[config.mk]
export PLATFORM = sky130hd
export DESIGN_NAME = torque_contact_motion_detector_unit
export DESIGN_NICKNAME = d
export VERILOG_FILES = /design/src/tcmd_pkg.sv /design/src/tcmd_cfg.sv /design/src/tcmd_force.sv /design/src/tcmd_window.sv /design/src/tcmd_decide.sv /design/src/torque_contact_motion_detector_unit.sv
export VERILOG_INCLUDE_DIRS = /design/src /design/src/src
export SDC_FILE = /design/constraint.sdc
export NUM_CORES = 2
export LEC_CHECK = 0
export BUFFER_PORTS_ARGS = -buffer_cell sky130_fd_sc_hd__buf_2
export CORE_MARGIN = 4
export CORE_UTILIZATION = 55
export DETAILED_ROUTE_END_ITERATION = 8
export PLACE_DENSITY = 0.74
export SYNTH_ARGS = -nofsm -noshare
export SYNTH_HDL_FRONTEND = slang
export SYNTH_HIERARCHICAL = 1
export SYNTH_SLANG_ARGS = --single-unit
[constraint.sdc]
create_clock -name clk -period 8.4 [get_ports clk]
set_clock_uncertainty 0.2 [all_clocks]
set_input_delay 0.84 -clock clk [delete_from_list [all_inputs] [get_ports clk]]
set_output_delay 0.84 -clock clk [all_outputs]
set_load 0.02 [all_outputs]
[src/torque_contact_motion_detector_unit_assert.svh]
// Assertion macros used by the detector top-level RTL.
`ifndef TORQUE_CONTACT_MOTION_DETECTOR_UNIT_ASSERT_SVH
`define TORQUE_CONTACT_MOTION_DETECTOR_UNIT_ASSERT_SVH

// Same-cycle implication, checked outside reset.
`define TCMD_ASSERT_NOW(label, clk, rst_n, ante, cons, msg) \
  label: assert property (@(posedge clk) disable iff (!rst_n) (ante) |-> (cons)) \
    else $error(msg);

// Next-cycle implication, checked outside reset.
`define TCMD_ASSERT_NEXT(label, clk, rst_n, ante, cons, msg) \
  label: assert property (@(posedge clk) disable iff (!rst_n) (ante) |=> (cons)) \
    else $error(msg);

`endif

[src/tcmd_pkg.sv]
package tcmd_pkg;

  localparam int WINDOW     = 20;
  localparam int SUM_W      = 16 + $clog2(WINDOW);
  localparam int DIFF_W     = SUM_W + 1;
  localparam int THR_W      = 15 + $clog2(WINDOW);
  localparam int SLOT_W     = $clog2(WINDOW);
  localparam int FILL_W     = $clog2(2 * WINDOW + 2);
  localparam int TSUM_W     = 18;
  localparam int PROD_W     = 35;
  localparam int GAIN_SHIFT = 15;
  localparam int Q_W        = PROD_W - GAIN_SHIFT;
  localparam int CFG_IDX_W  = 3;
  localparam int CFG_DATA_W = 16;

  // Sum of the joint 1..3 gravity offsets in Q5.10, and the negated pitch gain in Q1.15.
  localparam logic signed [TSUM_W-1:0] GRAVITY_OFFSET = -18'sd323;
  localparam logic signed [16:0]       NEG_PITCH_GAIN = -17'sd32211;
  localparam logic signed [PROD_W-1:0] ROUND_POS      = PROD_W'(1 << (GAIN_SHIFT - 1));
  localparam logic signed [PROD_W-1:0] ROUND_NEG      = ROUND_POS - PROD_W'(1);

  localparam logic [CFG_IDX_W-1:0] CFG_PITCH_BIAS      = 3'd0;
  localparam logic [CFG_IDX_W-1:0] CFG_YAW_BIAS        = 3'd1;
  localparam logic [CFG_IDX_W-1:0] CFG_PITCH_THRESHOLD = 3'd2;
  localparam logic [CFG_IDX_W-1:0] CFG_YAW_THRESHOLD   = 3'd3;
  localparam logic [CFG_IDX_W-1:0] CFG_SPEED_STEP      = 3'd4;

  localparam logic signed [15:0] PITCH_BIAS_RST      = 16'sd5120;
  localparam logic signed [15:0] YAW_BIAS_RST        = 16'sd0;
  localparam logic [14:0]        PITCH_THRESHOLD_RST = 15'd1331;
  localparam logic [14:0]        YAW_THRESHOLD_RST   = 15'd819;
  localparam logic [12:0]        SPEED_STEP_RST      = 13'd154;

  typedef struct packed {
    logic               from_arm;
    logic signed [15:0] torque_joint0;
    logic signed [15:0] torque_joint1;
    logic signed [15:0] torque_joint2;
    logic signed [15:0] torque_joint3;
  } in_item_t;

  typedef struct packed {
    logic signed [13:0] speed_forward;
    logic signed [15:0] speed_turn;
    logic               contact_pitch;
    logic               contact_yaw;
  } out_item_t;

  typedef struct packed {
    logic signed [15:0] pitch_force;
    logic signed [15:0] yaw_force;
  } force_t;

  typedef struct packed {
    logic signed [SUM_W-1:0] pitch_sum;
    logic signed [SUM_W-1:0] yaw_sum;
  } sum_t;

  // Configuration as the decision stage uses it: bias and threshold already scaled by WINDOW.
  typedef struct packed {
    logic signed [SUM_W-1:0] pitch_bias_w;
    logic signed [SUM_W-1:0] yaw_bias_w;
    logic [THR_W-1:0]        pitch_thr_w;
    logic [THR_W-1:0]        yaw_thr_w;
    logic [12:0]             step;
    logic [14:0]             step3;
  } cfg_t;

  function automatic logic signed [SUM_W-1:0] scale_bias(input logic signed [15:0] b);
    logic signed [SUM_W-1:0] b_ext;
    b_ext = SUM_W'(b);
    return b_ext * SUM_W'(WINDOW);
  endfunction

  function automatic logic [THR_W-1:0] scale_thr(input logic [14:0] t);
    logic [THR_W-1:0] t_ext;
    t_ext = THR_W'(t);
    return t_ext * THR_W'(WINDOW);
  endfunction

  function automatic logic [14:0] triple_step(input logic [12:0] s);
    logic [14:0] s_ext;
    s_ext = 15'(s);
    return s_ext + (s_ext << 1);
  endfunction

  // Round to nearest with ties away from zero, then saturate to 16 bits.
  function automatic logic signed [15:0] round_sat(input logic signed [PROD_W-1:0] p);
    logic signed [PROD_W-1:0] biased;
    logic signed [Q_W-1:0]    q;
    biased = p + (p[PROD_W-1] ? ROUND_NEG : ROUND_POS);
    q = biased[PROD_W-1:GAIN_SHIFT];
    if (q > Q_W'(32767)) begin
      return 16'sh7fff;
    end else if (q < Q_W'(-32768)) begin
      return 16'sh8000;
    end else begin
      return q[15:0];
    end
  endfunction

endpackage

[src/tcmd_cfg.sv]
module tcmd_cfg import tcmd_pkg::*; (
  input  logic                  clk,
  input  logic                  rst_n,
  input  logic                  cfg_we,
  input  logic [CFG_IDX_W-1:0]  cfg_addr,
  input  logic [CFG_DATA_W-1:0] cfg_wdata,
  output cfg_t                  cfg
);

  cfg_t cfg_r;

  always_ff @(posedge clk) begin
    if (!rst_n) begin
      cfg_r.pitch_bias_w <= scale_bias(PITCH_BIAS_RST);
      cfg_r.yaw_bias_w   <= scale_bias(YAW_BIAS_RST);
      cfg_r.pitch_thr_w  <= scale_thr(PITCH_THRESHOLD_RST);
      cfg_r.yaw_thr_w    <= scale_thr(YAW_THRESHOLD_RST);
      cfg_r.step         <= SPEED_STEP_RST;
      cfg_r.step3        <= triple_step(SPEED_STEP_RST);
    end else if (cfg_we) begin
      unique case (cfg_addr)
        CFG_PITCH_BIAS:      cfg_r.pitch_bias_w <= scale_bias(cfg_wdata);
        CFG_YAW_BIAS:        cfg_r.yaw_bias_w   <= scale_bias(cfg_wdata);
        CFG_PITCH_THRESHOLD: cfg_r.pitch_thr_w  <= scale_thr(cfg_wdata[14:0]);
        CFG_YAW_THRESHOLD:   cfg_r.yaw_thr_w    <= scale_thr(cfg_wdata[14:0]);
        CFG_SPEED_STEP: begin
          cfg_r.step  <= cfg_wdata[12:0];
          cfg_r.step3 <= triple_step(cfg_wdata[12:0]);
        end
        default: ;
      endcase
    end
  end

  assign cfg = cfg_r;

endmodule

[src/tcmd_force.sv]
module tcmd_force import tcmd_pkg::*; (
  input  logic     clk,
  input  logic     rst_n,
  input  logic     in_valid,
  output logic     in_ready,
  input  in_item_t in_data,
  output logic     frc_valid,
  input  logic     frc_ready,
  output force_t   frc_data
);

  logic                      v1_r, v2_r, v3_r;
  logic                      rdy1, rdy2, rdy3;
  logic signed [15:0]        t0_r, t1_r, t2_r, t3_r;
  logic signed [PROD_W-1:0]  prod_r;
  logic signed [15:0]        yaw2_r;
  force_t                    frc_r;
  logic signed [TSUM_W-1:0]  tsum;
  logic signed [PROD_W-1:0]  prod;

  assign rdy3     = !v3_r || frc_ready;
  assign rdy2     = !v2_r || rdy3;
  assign rdy1     = !v1_r || rdy2;
  assign in_ready = rdy1;

  assign tsum = TSUM_W'(t1_r) + TSUM_W'(t2_r) + TSUM_W'(t3_r) + GRAVITY_OFFSET;
  assign prod = PROD_W'(tsum) * PROD_W'(NEG_PITCH_GAIN);

  // Items that are not arm samples are taken and dropped here.
  always_ff @(posedge clk) begin
    if (!rst_n) begin
      v1_r <= 1'b0;
      v2_r <= 1'b0;
      v3_r <= 1'b0;
    end else begin
      if (rdy1) v1_r <= in_valid && in_data.from_arm;
      if (rdy2) v2_r <= v1_r;
      if (rdy3) v3_r <= v2_r;
    end
  end

  always_ff @(posedge clk) begin
    if (rdy1 && in_valid) begin
      t0_r <= in_data.torque_joint0;
      t1_r <= in_data.torque_joint1;
      t2_r <= in_data.torque_joint2;
      t3_r <= in_data.torque_joint3;
    end
    if (rdy2) begin
      prod_r <= prod;
      yaw2_r <= t0_r;
    end
    if (rdy3) begin
      frc_r.pitch_force <= round_sat(prod_r);
      frc_r.yaw_force   <= yaw2_r;
    end
  end

  assign frc_valid = v3_r;
  assign frc_data  = frc_r;

endmodule

[src/tcmd_window.sv]
module tcmd_window import tcmd_pkg::*; (
  input  logic   clk,
  input  logic   rst_n,
  input  logic   frc_valid,
  output logic   frc_ready,
  input  force_t frc_data,
  output logic   sum_valid,
  input  logic   sum_ready,
  output sum_t   sum_data
);

  logic signed [15:0]      pwin_r [WINDOW];
  logic signed [15:0]      ywin_r [WINDOW];
  logic signed [SUM_W-1:0] psum_r, ysum_r;
  logic signed [SUM_W-1:0] psum_nxt, ysum_nxt;
  logic [SLOT_W-1:0]       slot_r;
  logic [FILL_W-1:0]       fill_r;
  logic                    v4_r;
  logic                    rdy4, take, slot_used;
  logic signed [15:0]      pold, yold;

  assign rdy4      = !v4_r || sum_ready;
  assign frc_ready = rdy4;
  assign take      = rdy4 && frc_valid;

  // A slot that was never written counts as zero in the running sums.
  assign slot_used = fill_r >= FILL_W'(WINDOW);
  assign pold      = slot_used ? pwin_r[slot_r] : 16'sd0;
  assign yold      = slot_used ? ywin_r[slot_r] : 16'sd0;
  assign psum_nxt  = psum_r + SUM_W'(frc_data.pitch_force) - SUM_W'(pold);
  assign ysum_nxt  = ysum_r + SUM_W'(frc_data.yaw_force) - SUM_W'(yold);

  always_ff @(posedge clk) begin
    if (take) begin
      pwin_r[slot_r] <= frc_data.pitch_force;
      ywin_r[slot_r] <= frc_data.yaw_force;
    end
  end

  always_ff @(posedge clk) begin
    if (!rst_n) begin
      psum_r <= '0;
      ysum_r <= '0;
      slot_r <= '0;
      fill_r <= '0;
      v4_r   <= 1'b0;
    end else if (rdy4) begin
      v4_r <= take && (fill_r >= FILL_W'(2 * WINDOW));
      if (frc_valid) begin
        psum_r <= psum_nxt;
        ysum_r <= ysum_nxt;
        slot_r <= (slot_r == SLOT_W'(WINDOW - 1)) ? '0 : slot_r + SLOT_W'(1);
        if (fill_r != FILL_W'(2 * WINDOW + 1)) fill_r <= fill_r + FILL_W'(1);
      end
    end
  end

  assign sum_valid          = v4_r;
  assign sum_data.pitch_sum = psum_r;
  assign sum_data.yaw_sum   = ysum_r;

endmodule

[src/tcmd_decide.sv]
module tcmd_decide import tcmd_pkg::*; (
  input  logic      clk,
  input  logic      rst_n,
  input  cfg_t      cfg,
  input  logic      sum_valid,
  output logic      sum_ready,
  input  sum_t      sum_data,
  output logic      out_valid,
  input  logic      out_ready,
  output out_item_t out_data
);

  logic                     out_valid_r;
  out_item_t                out_r, out_nxt;
  logic                     pitch_contact_r, yaw_contact_r;
  logic                     pflag_nxt, yflag_nxt;
  logic                     rdy5;
  logic signed [DIFF_W-1:0] pd, yd;
  logic [DIFF_W-1:0]        pad, yad, pth, yth;

  assign rdy5      = !out_valid_r || out_ready;
  assign sum_ready = rdy5;

  // The mean is compared without dividing: sum against bias and threshold times WINDOW.
  assign pd  = DIFF_W'(sum_data.pitch_sum) - DIFF_W'(cfg.pitch_bias_w);
  assign yd  = DIFF_W'(sum_data.yaw_sum) - DIFF_W'(cfg.yaw_bias_w);
  assign pad = pd[DIFF_W-1] ? -pd : pd;
  assign yad = yd[DIFF_W-1] ? -yd : yd;
  assign pth = DIFF_W'(cfg.pitch_thr_w);
  assign yth = DIFF_W'(cfg.yaw_thr_w);

  // Equality with the threshold keeps the flag as it was.
  assign pflag_nxt = pitch_contact_r ? !(pad < pth) : (pad > pth);
  assign yflag_nxt = yaw_contact_r ? !(yad < yth) : (yad > yth);

  always_comb begin
    out_nxt.speed_forward = '0;
    out_nxt.speed_turn    = '0;
    if (pflag_nxt) begin
      out_nxt.speed_forward = (pd > 0) ? 14'(cfg.step) : -14'(cfg.step);
    end
    if (yflag_nxt) begin
      out_nxt.speed_turn = (yd > 0) ? 16'(cfg.step3) : -16'(cfg.step3);
    end
    out_nxt.contact_pitch = pflag_nxt;
    out_nxt.contact_yaw   = yflag_nxt;
  end

  always_ff @(posedge clk) begin
    if (!rst_n) begin
      out_valid_r     <= 1'b0;
      pitch_contact_r <= 1'b0;
      yaw_contact_r   <= 1'b0;
    end else if (rdy5) begin
      out_valid_r <= sum_valid;
      if (sum_valid) begin
        pitch_contact_r <= pflag_nxt;
        yaw_contact_r   <= yflag_nxt;
      end
    end
  end

  always_ff @(posedge clk) begin
    if (rdy5 && sum_valid) out_r <= out_nxt;
  end

  assign out_valid = out_valid_r;
  assign out_data  = out_r;

endmodule

[src/torque_contact_motion_detector_unit.sv]
// Channel  Handshake            Payload      Role
// in       in_valid, in_ready   in_data      joint torque item
// out      out_valid, out_ready out_data     speed and contact result item
// cfg      cfg_we               cfg_addr,    register write, no wait
//                               cfg_wdata
// One item per cycle while out_ready is high. An accepted arm item reaches out_valid
// through five register stages: input, product, rounding, window sums, decision.
// The first 2*WINDOW arm items give no result; items with from_arm low are taken and dropped.
// Reset is synchronous and needs no clearing pass; unwritten window slots count as zero.
// Each stage holds while the next one is full and stalled, so in_ready falls only when
// all five stages hold items and out_ready is low.
`include "torque_contact_motion_detector_unit_assert.svh"

module torque_contact_motion_detector_unit import tcmd_pkg::*; (
  input  logic                  clk,
  input  logic                  rst_n,
  input  logic                  in_valid,
  output logic                  in_ready,
  input  in_item_t              in_data,
  output logic                  out_valid,
  input  logic                  out_ready,
  output out_item_t             out_data,
  input  logic                  cfg_we,
  input  logic [CFG_IDX_W-1:0]  cfg_addr,
  input  logic [CFG_DATA_W-1:0] cfg_wdata
);

  cfg_t   cfg;
  logic   frc_valid, frc_ready;
  force_t frc_data;
  logic   sum_valid, sum_ready;
  sum_t   sum_data;

  tcmd_cfg u_cfg (
    .clk       (clk),
    .rst_n     (rst_n),
    .cfg_we    (cfg_we),
    .cfg_addr  (cfg_addr),
    .cfg_wdata (cfg_wdata),
    .cfg       (cfg)
  );

  tcmd_force u_force (
    .clk       (clk),
    .rst_n     (rst_n),
    .in_valid  (in_valid),
    .in_ready  (in_ready),
    .in_data   (in_data),
    .frc_valid (frc_valid),
    .frc_ready (frc_ready),
    .frc_data  (frc_data)
  );

  tcmd_window u_window (
    .clk       (clk),
    .rst_n     (rst_n),
    .frc_valid (frc_valid),
    .frc_ready (frc_ready),
    .frc_data  (frc_data),
    .sum_valid (sum_valid),
    .sum_ready (sum_ready),
    .sum_data  (sum_data)
  );

  tcmd_decide u_decide (
    .clk       (clk),
    .rst_n     (rst_n),
    .cfg       (cfg),
    .sum_valid (sum_valid),
    .sum_ready (sum_ready),
    .sum_data  (sum_data),
    .out_valid (out_valid),
    .out_ready (out_ready),
    .out_data  (out_data)
  );

  // A nonzero speed needs the matching contact flag.
  `TCMD_ASSERT_NOW(a_fwd_needs_contact, clk, rst_n, out_valid && out_data.speed_forward != 0, out_data.contact_pitch, "forward speed without pitch contact")
  `TCMD_ASSERT_NOW(a_turn_needs_contact, clk, rst_n, out_valid && out_data.speed_turn != 0, out_data.contact_yaw, "turn speed without yaw contact")
  // Back-pressure reaches the input only when the result stage itself is stalled.
  `TCMD_ASSERT_NOW(a_stall_source, clk, rst_n, !in_ready, out_valid && !out_ready, "input stalled while output free")
  // The window stage is the only path to a result.
  `TCMD_ASSERT_NEXT(a_result_source, clk, rst_n, !sum_valid && !out_valid, !out_valid, "result without window stage item")

endmodule
### After elaboration in Yosys (flattened, before gate mapping)

Memory sizes are Yosys's and may differ from the RTL's. A register that Yosys moved wholly into a read port is not among the register bits.
Index checks and enable logic that the tools add are counted.

| word-level totals | value |
|---|---|
| register bits after elaboration | 341 |
| latch bits | 0 |
| bits in writable memories | 640 |
| memory bits (read-only) | 0 |
| input port bits | 89 |
| output and inout port bits | 34 |
| logic and storage cells | 116 |
| memories kept | 2 |

| cells by class | value |
|---|---|
| add/sub/neg operators | 17 |
| multiply operators | 3 |
| div/mod/pow operators | 0 |
| magnitude comparators | 10 |
| eq/ne operators | 6 |
| shifts and indexed selects | 0 |
| multiplexer cells | 17 |
| bitwise operators | 2 |
| reductions and logical operators | 28 |

Memory list:

| memory | words | bits a word | read ports | clocked after memory_dff | wr ports | line | source |
|---|---|---|---|---|---|---|---|
| u_window.pwin_r | 20 | 16 | 1 | 1 | 1 | tcmd_window.sv:12 | `logic signed [15:0] pwin_r [WINDOW];` |
| u_window.ywin_r | 20 | 16 | 1 | 1 | 1 | tcmd_window.sv:13 | `logic signed [15:0] ywin_r [WINDOW];` |

Operator list:

| kind | number |
|---|---|
| 16-bit two-way mux | 3 |
| 22-bit by 1-bit greater-than comparator with 1-bit output, second input constant | 2 |
| 22-bit by 20-bit greater-than comparator with 1-bit output | 2 |
| 22-bit by 20-bit less-than comparator with 1-bit output | 2 |
| 22-bit two-way mux | 2 |
| 22-bit negation | 2 |
| 21-bit by 21-bit subtractor with 22-bit output | 2 |
| 21-bit by 16-bit adder with 21-bit output | 2 |
| 21-bit by 16-bit subtractor with 21-bit output | 2 |
| 35-bit adder | 1 |
| 18-bit by 16-bit multiplier with 34-bit output, second input constant | 1 |
| 15-bit two-way mux | 2 |
| 5-bit two-way mux | 5 |
| 20-bit by 16-bit greater-than comparator with 1-bit output, second input constant | 1 |
| 20-bit by 16-bit less-than comparator with 1-bit output, second input constant | 1 |
| 16-bit by 4-bit multiplier with 19-bit output, second input constant | 1 |
| 17-bit by 16-bit adder with 18-bit output | 1 |
| 18-bit by 10-bit adder with 18-bit output, second input constant | 1 |
| 15-bit by 3-bit multiplier with 18-bit output, second input constant | 1 |
| 16-bit by 16-bit adder with 17-bit output | 1 |
| 15-bit negation with 16-bit output | 1 |
| 13-bit by 14-bit adder with 15-bit output | 1 |
| 13-bit negation with 14-bit output | 1 |
| 2-bit AND reduction | 7 |
| other kinds (18) | 38 |

### Depth between registers and ports, before layout

| logic depth | value |
|---|---|
| depth in word-level cells | 8 |
| depth in mapped cells | 34 |
| depth with buffers taken out | 33 |

### Cells and area by module

The synthesis kept the hierarchy.

Modules (own cells, without submodules):

| module | instances | cells each | area each (µm²) | sequential area each (µm²) |
|---|---|---|---|---|
| tcmd_window | 1 | 1693 | 30291.6 | 20399.6 |
| tcmd_force | 1 | 1077 | 11906.4 | 4444.3 |
| tcmd_decide | 1 | 802 | 6227.2 | 1021.0 |
| tcmd_cfg | 1 | 615 | 5052.3 | 2021.9 |

### Worst setup path after synthesis

Ideal clock, no wire load.

| timing | value |
|---|---|
| path kind | reg2reg |
| start | register u_force.t1_r[1] |
| end | register u_force.prod_r[32] (data pin) |
| library setup time | 0.263 ns |
| arrival | 7.478 ns |
| data required time | 7.937 ns |
| setup slack | 0.459 ns |
| stages on the path, launching flop included | 33 |
| path buffers | 1 |
| cell sequence | edfxtp_1 -> inv_1 -> fa_1 -> inv_1 -> ha_1 -> ha_1 -> inv_1 -> fa_1 -> nor2b_1 -> o31a_1 -> o31ai_4 -> o21ai_2 -> o221ai_4 -> xor2_4 -> inv_2 -> buf_6 -> ha_1 -> xnor2_1 -> ha_1 -> fa_1 -> fa_1 -> inv_1 -> fa_1 -> inv_1 -> ha_1 -> a21o_1 -> a21o_1 -> a211oi_1 -> nand2_1 -> o21ai_1 -> a31oi_1 -> a311oi_1 -> xnor2_1 |

| between the ends | value |
|---|---|
| cells in the longest elaborated chain, start to end | 4 |

Ends and longest elaborated chain:

| element | line | source |
|---|---|---|
| start: declaration | tcmd_force.sv:14 | `logic signed [15:0] t0_r, t1_r, t2_r, t3_r;` |
| start signal: assignment | tcmd_force.sv:45 | `t1_r <= in_data.torque_joint1;` |
| 16-bit by 16-bit adder with 17-bit output | tcmd_force.sv:26 | `assign tsum = TSUM_W'(t1_r) + TSUM_W'(t2_r) + TSUM_W'(t3_r) + GRAVITY_OFFSET;` |
| 17-bit by 16-bit adder with 18-bit output | tcmd_force.sv:26 |  |
| 18-bit by 10-bit adder with 18-bit output | tcmd_force.sv:26 |  |
| 18-bit by 16-bit multiplier with 34-bit output | tcmd_force.sv:27 | `assign prod = PROD_W'(tsum) * PROD_W'(NEG_PITCH_GAIN);` |
| via u_force.prod[32] | tcmd_force.sv:19 | `logic signed [PROD_W-1:0] prod;` |
| end signal: assignment | tcmd_force.sv:50 | `prod_r <= prod;` |
| end: declaration | tcmd_force.sv:15 | `logic signed [PROD_W-1:0] prod_r;` |

The timed path passes the listed nets, and every way through them passes these cells.
A chain may end at the register's enable or synchronous reset.

### Worst setup path in the final report

Same ends and word-level chain as after synthesis.

==> flow_summary.toml <==
[status]
status = "finished clean"

[place]
gp_congestion = 0.906
port_buffers = 122
dp_hpwl_mm = 81.5

[yosys]
avgSynthCellArea_um2 = 12.8
yosys_register_bits = 984
synth_cell_type_count = 109
netlist_instances = 4187
synthFlopType = "edfxtp_1"
ys_async_sr_fraction_pct = 0
ys_warn_count = 6
yosysSeqAreaShare_pct = 52.1
synth_area_um2 = 53500
synth_edf_count = 818

[timing]
slew_viol_final = 0
tightestPinTransition_ps = 1220
period_minus_slack_ps = 8090
hold_viol = 0
fin_tns_setup_ps = 0
max_clock_freq_mhz = 124
setup_viol = 0
relSlewSlack_pct = 18.4
timing.final.crit_share_pct = 96.4

[setup_path]
crit_top_cell = "inv_1"
critPathArrivalTime_ps = 8330
max_stage_delay_ps = 540
path_max_fanout = 6
cp.required_ps = 8640
slowest_stage = "fa_1"
start_kind = "flip-flop"
end_kind = "flip-flop"
critical_path_class = "flip-flop to flip-flop"

[finish]
fin_nets = 4892
diodes = 0
area_delta_synth_final_pct = 9.76
fin_util_pct = 60.8
drive_gt1_share_pct = 12.8

[clocking]
clk_pin_slew_ps = 60
hold_buffers = 0
htreeDepth = 3
tritoncts = "yes"
cts_sinks = 984
clk_path_buf_depth = 3
ctsRootBufferMaster = "clkbuf_16"
cts_made_buffers = 98
clock_latency_ps = 710

[die]
rows = 114
ios = 123
design.die.area_um2 = 102000
die_w_um = 320
die_height_um = 320
core_region_area_um2 = 96600
initial_utilization_pct = 55.4

[routing]
via_count = 33700
vias_per_cell = 5.93
wl_mm = 123
drt_iter0_drc = 3163
drtPass1Iterations = 6
postRouteAntennaNets = 0
wl_per_cell_um = 21.7
drc_errors = 0

[hold_path]
hp-class = "primary input to flip-flop"

[global_routing]
grt_pass1_vias = 33400
grt_max_degree = 72
grt-ovfl-total = 0
antenna_found_initial = 0
grt_pass1_wl_mm = 192
grtUsageTotal_pct = 24.1

[job]
maxCapViolCount = 0
==> cells by family after synthesis <==
group,Yosys count,synth area share (%)
simple gates,860,7.92
buf+inv,666,5.11
xor+xnor,221,3.75
fa+ha+maj,477,12.8
other cells,1,0.00701
compound gates,737,8.94
mux,241,9.36
flops,984,52.1
==> flip-flops by register name (all words and copies together) (netlist names), 21 cells and up, named ones only <==
name / count
u_force/prod_r: 34
u_window/ywin_r: 320
u_window/ysum_r: 21
u_window/psum_r: 21
u_decide/out_data: 32
u_force/frc_data: 32
u_cfg/cfg: 101
u_window/pwin_r: 320
==> metal layers <==
| metal | part of all wire (%) | wire, um | GRT usage (%) |
|---|---|---|---|
| met4 | 3.1 | 3870 | 7.65 |
| met5 | 0 | 0 | 0 |
| met3 | 7.4 | 9190 | 3.56 |
| met1 | 42 | 51800 | 33.5 |
| met2 | 47 | 58600 | 39.5 |
==> critical path: cells and delay by family, from the launching register on <==
kind | cells | cell delay (ps)
AO/OA/AOI/OAI | 11 | 2880
XOR/XNOR | 2 | 250
adder cells (fa/ha/maj) | 10 | 3450
buffers and inverters | 8 | 560
flip-flops | 1 | 320
AND/OR/NAND/NOR | 2 | 180
==> placed cells by master, fill, tap and decap left out, types with 29 or more instances in the layout <==
master,count
xnor2_1,138
nor3_1,43
and2_1,34
clkbuf_1,31
buf_2,121
a21oi_1,195
mux4_2,143
nand2_1,264
dfxtp_1,161
fa_1,114
buf_4,56
a21o_1,63
nand4_1,36
nor2_1,170
ha_1,363
nor2b_1,32
edfxtp_1,818
mux2i_1,44
o21ai_0,173
nand3_1,91
and3_1,32
inv_1,510
o21a_1,34
clkbuf_16,103
xor2_1,77
o211ai_1,29
mux4_1,49
==> per-stage QoR <==
step           cells  hold slack (ps)  setup WS (ps)  instance area (um2)
2_1_floorplan   4194              200            459                53500
3_3_place_gp    5498              201            375                55400
3_5_place_dp    5498              205            160                55400
4_1_cts         5676             50.7            114                58600
5_1_grt         5680             65.9          -35.6                58700
6_report        5680              104            306                58700
==> worst paths after layout <==
kind | from | end | slack, ps | depth (start not counted)
setup / recovery | u_force/t1_r[1] | u_force/prod_r[32] | 310 | 33
hold / removal | in_data[24] | u_force/t2_r[8] | 100 | 1
setup reg to reg | u_force/t1_r[1] | u_force/prod_r[32] | 310 | 33
hold reg to reg | u_force/t0_r[9] | u_force/yaw2_r[9] | 210 | 0
==> what timing repair did <==
action,in CTS,in global routing
setup endpoints to repair,0,6
setup buffers,0,4
resized for setup,0,11
==> synthesized netlist by cell type, types with 39 or more instances <==
library cell | n | area share (%)
clkbuf_1 | 91 | 0.64
inv_1 | 510 | 3.6
dfxtp_1 | 166 | 6.2
and3_1 | 39 | 0.46
a21oi_1 | 196 | 1.8
mux4_1 | 49 | 2.4
nand3_1 | 91 | 0.85
nand2_1 | 265 | 1.9
nor3_1 | 44 | 0.41
mux4_2 | 143 | 6.0
a21o_1 | 63 | 0.88
edfxtp_1 | 818 | 46
mux2i_1 | 44 | 0.82
fa_1 | 114 | 4.3
o21ai_0 | 174 | 1.6
xor2_1 | 77 | 1.3
and2_1 | 47 | 0.55
ha_1 | 363 | 8.5
nor2_1 | 172 | 1.2
xnor2_1 | 139 | 2.3
==> final cells by class <==
cell class,instances,area (um2)
clock buffers,138,2750
clock inverters,40,439
fillers,7303,37900
inverters,518,1940
multi-input cells,2544,23000
flip-flops and latches,984,27900
well taps,1276,1600
repair buffers,180,1090
Power is not shown: default switching activity piles up to over one toggle a cycle in this logic, so the estimate is an artifact.
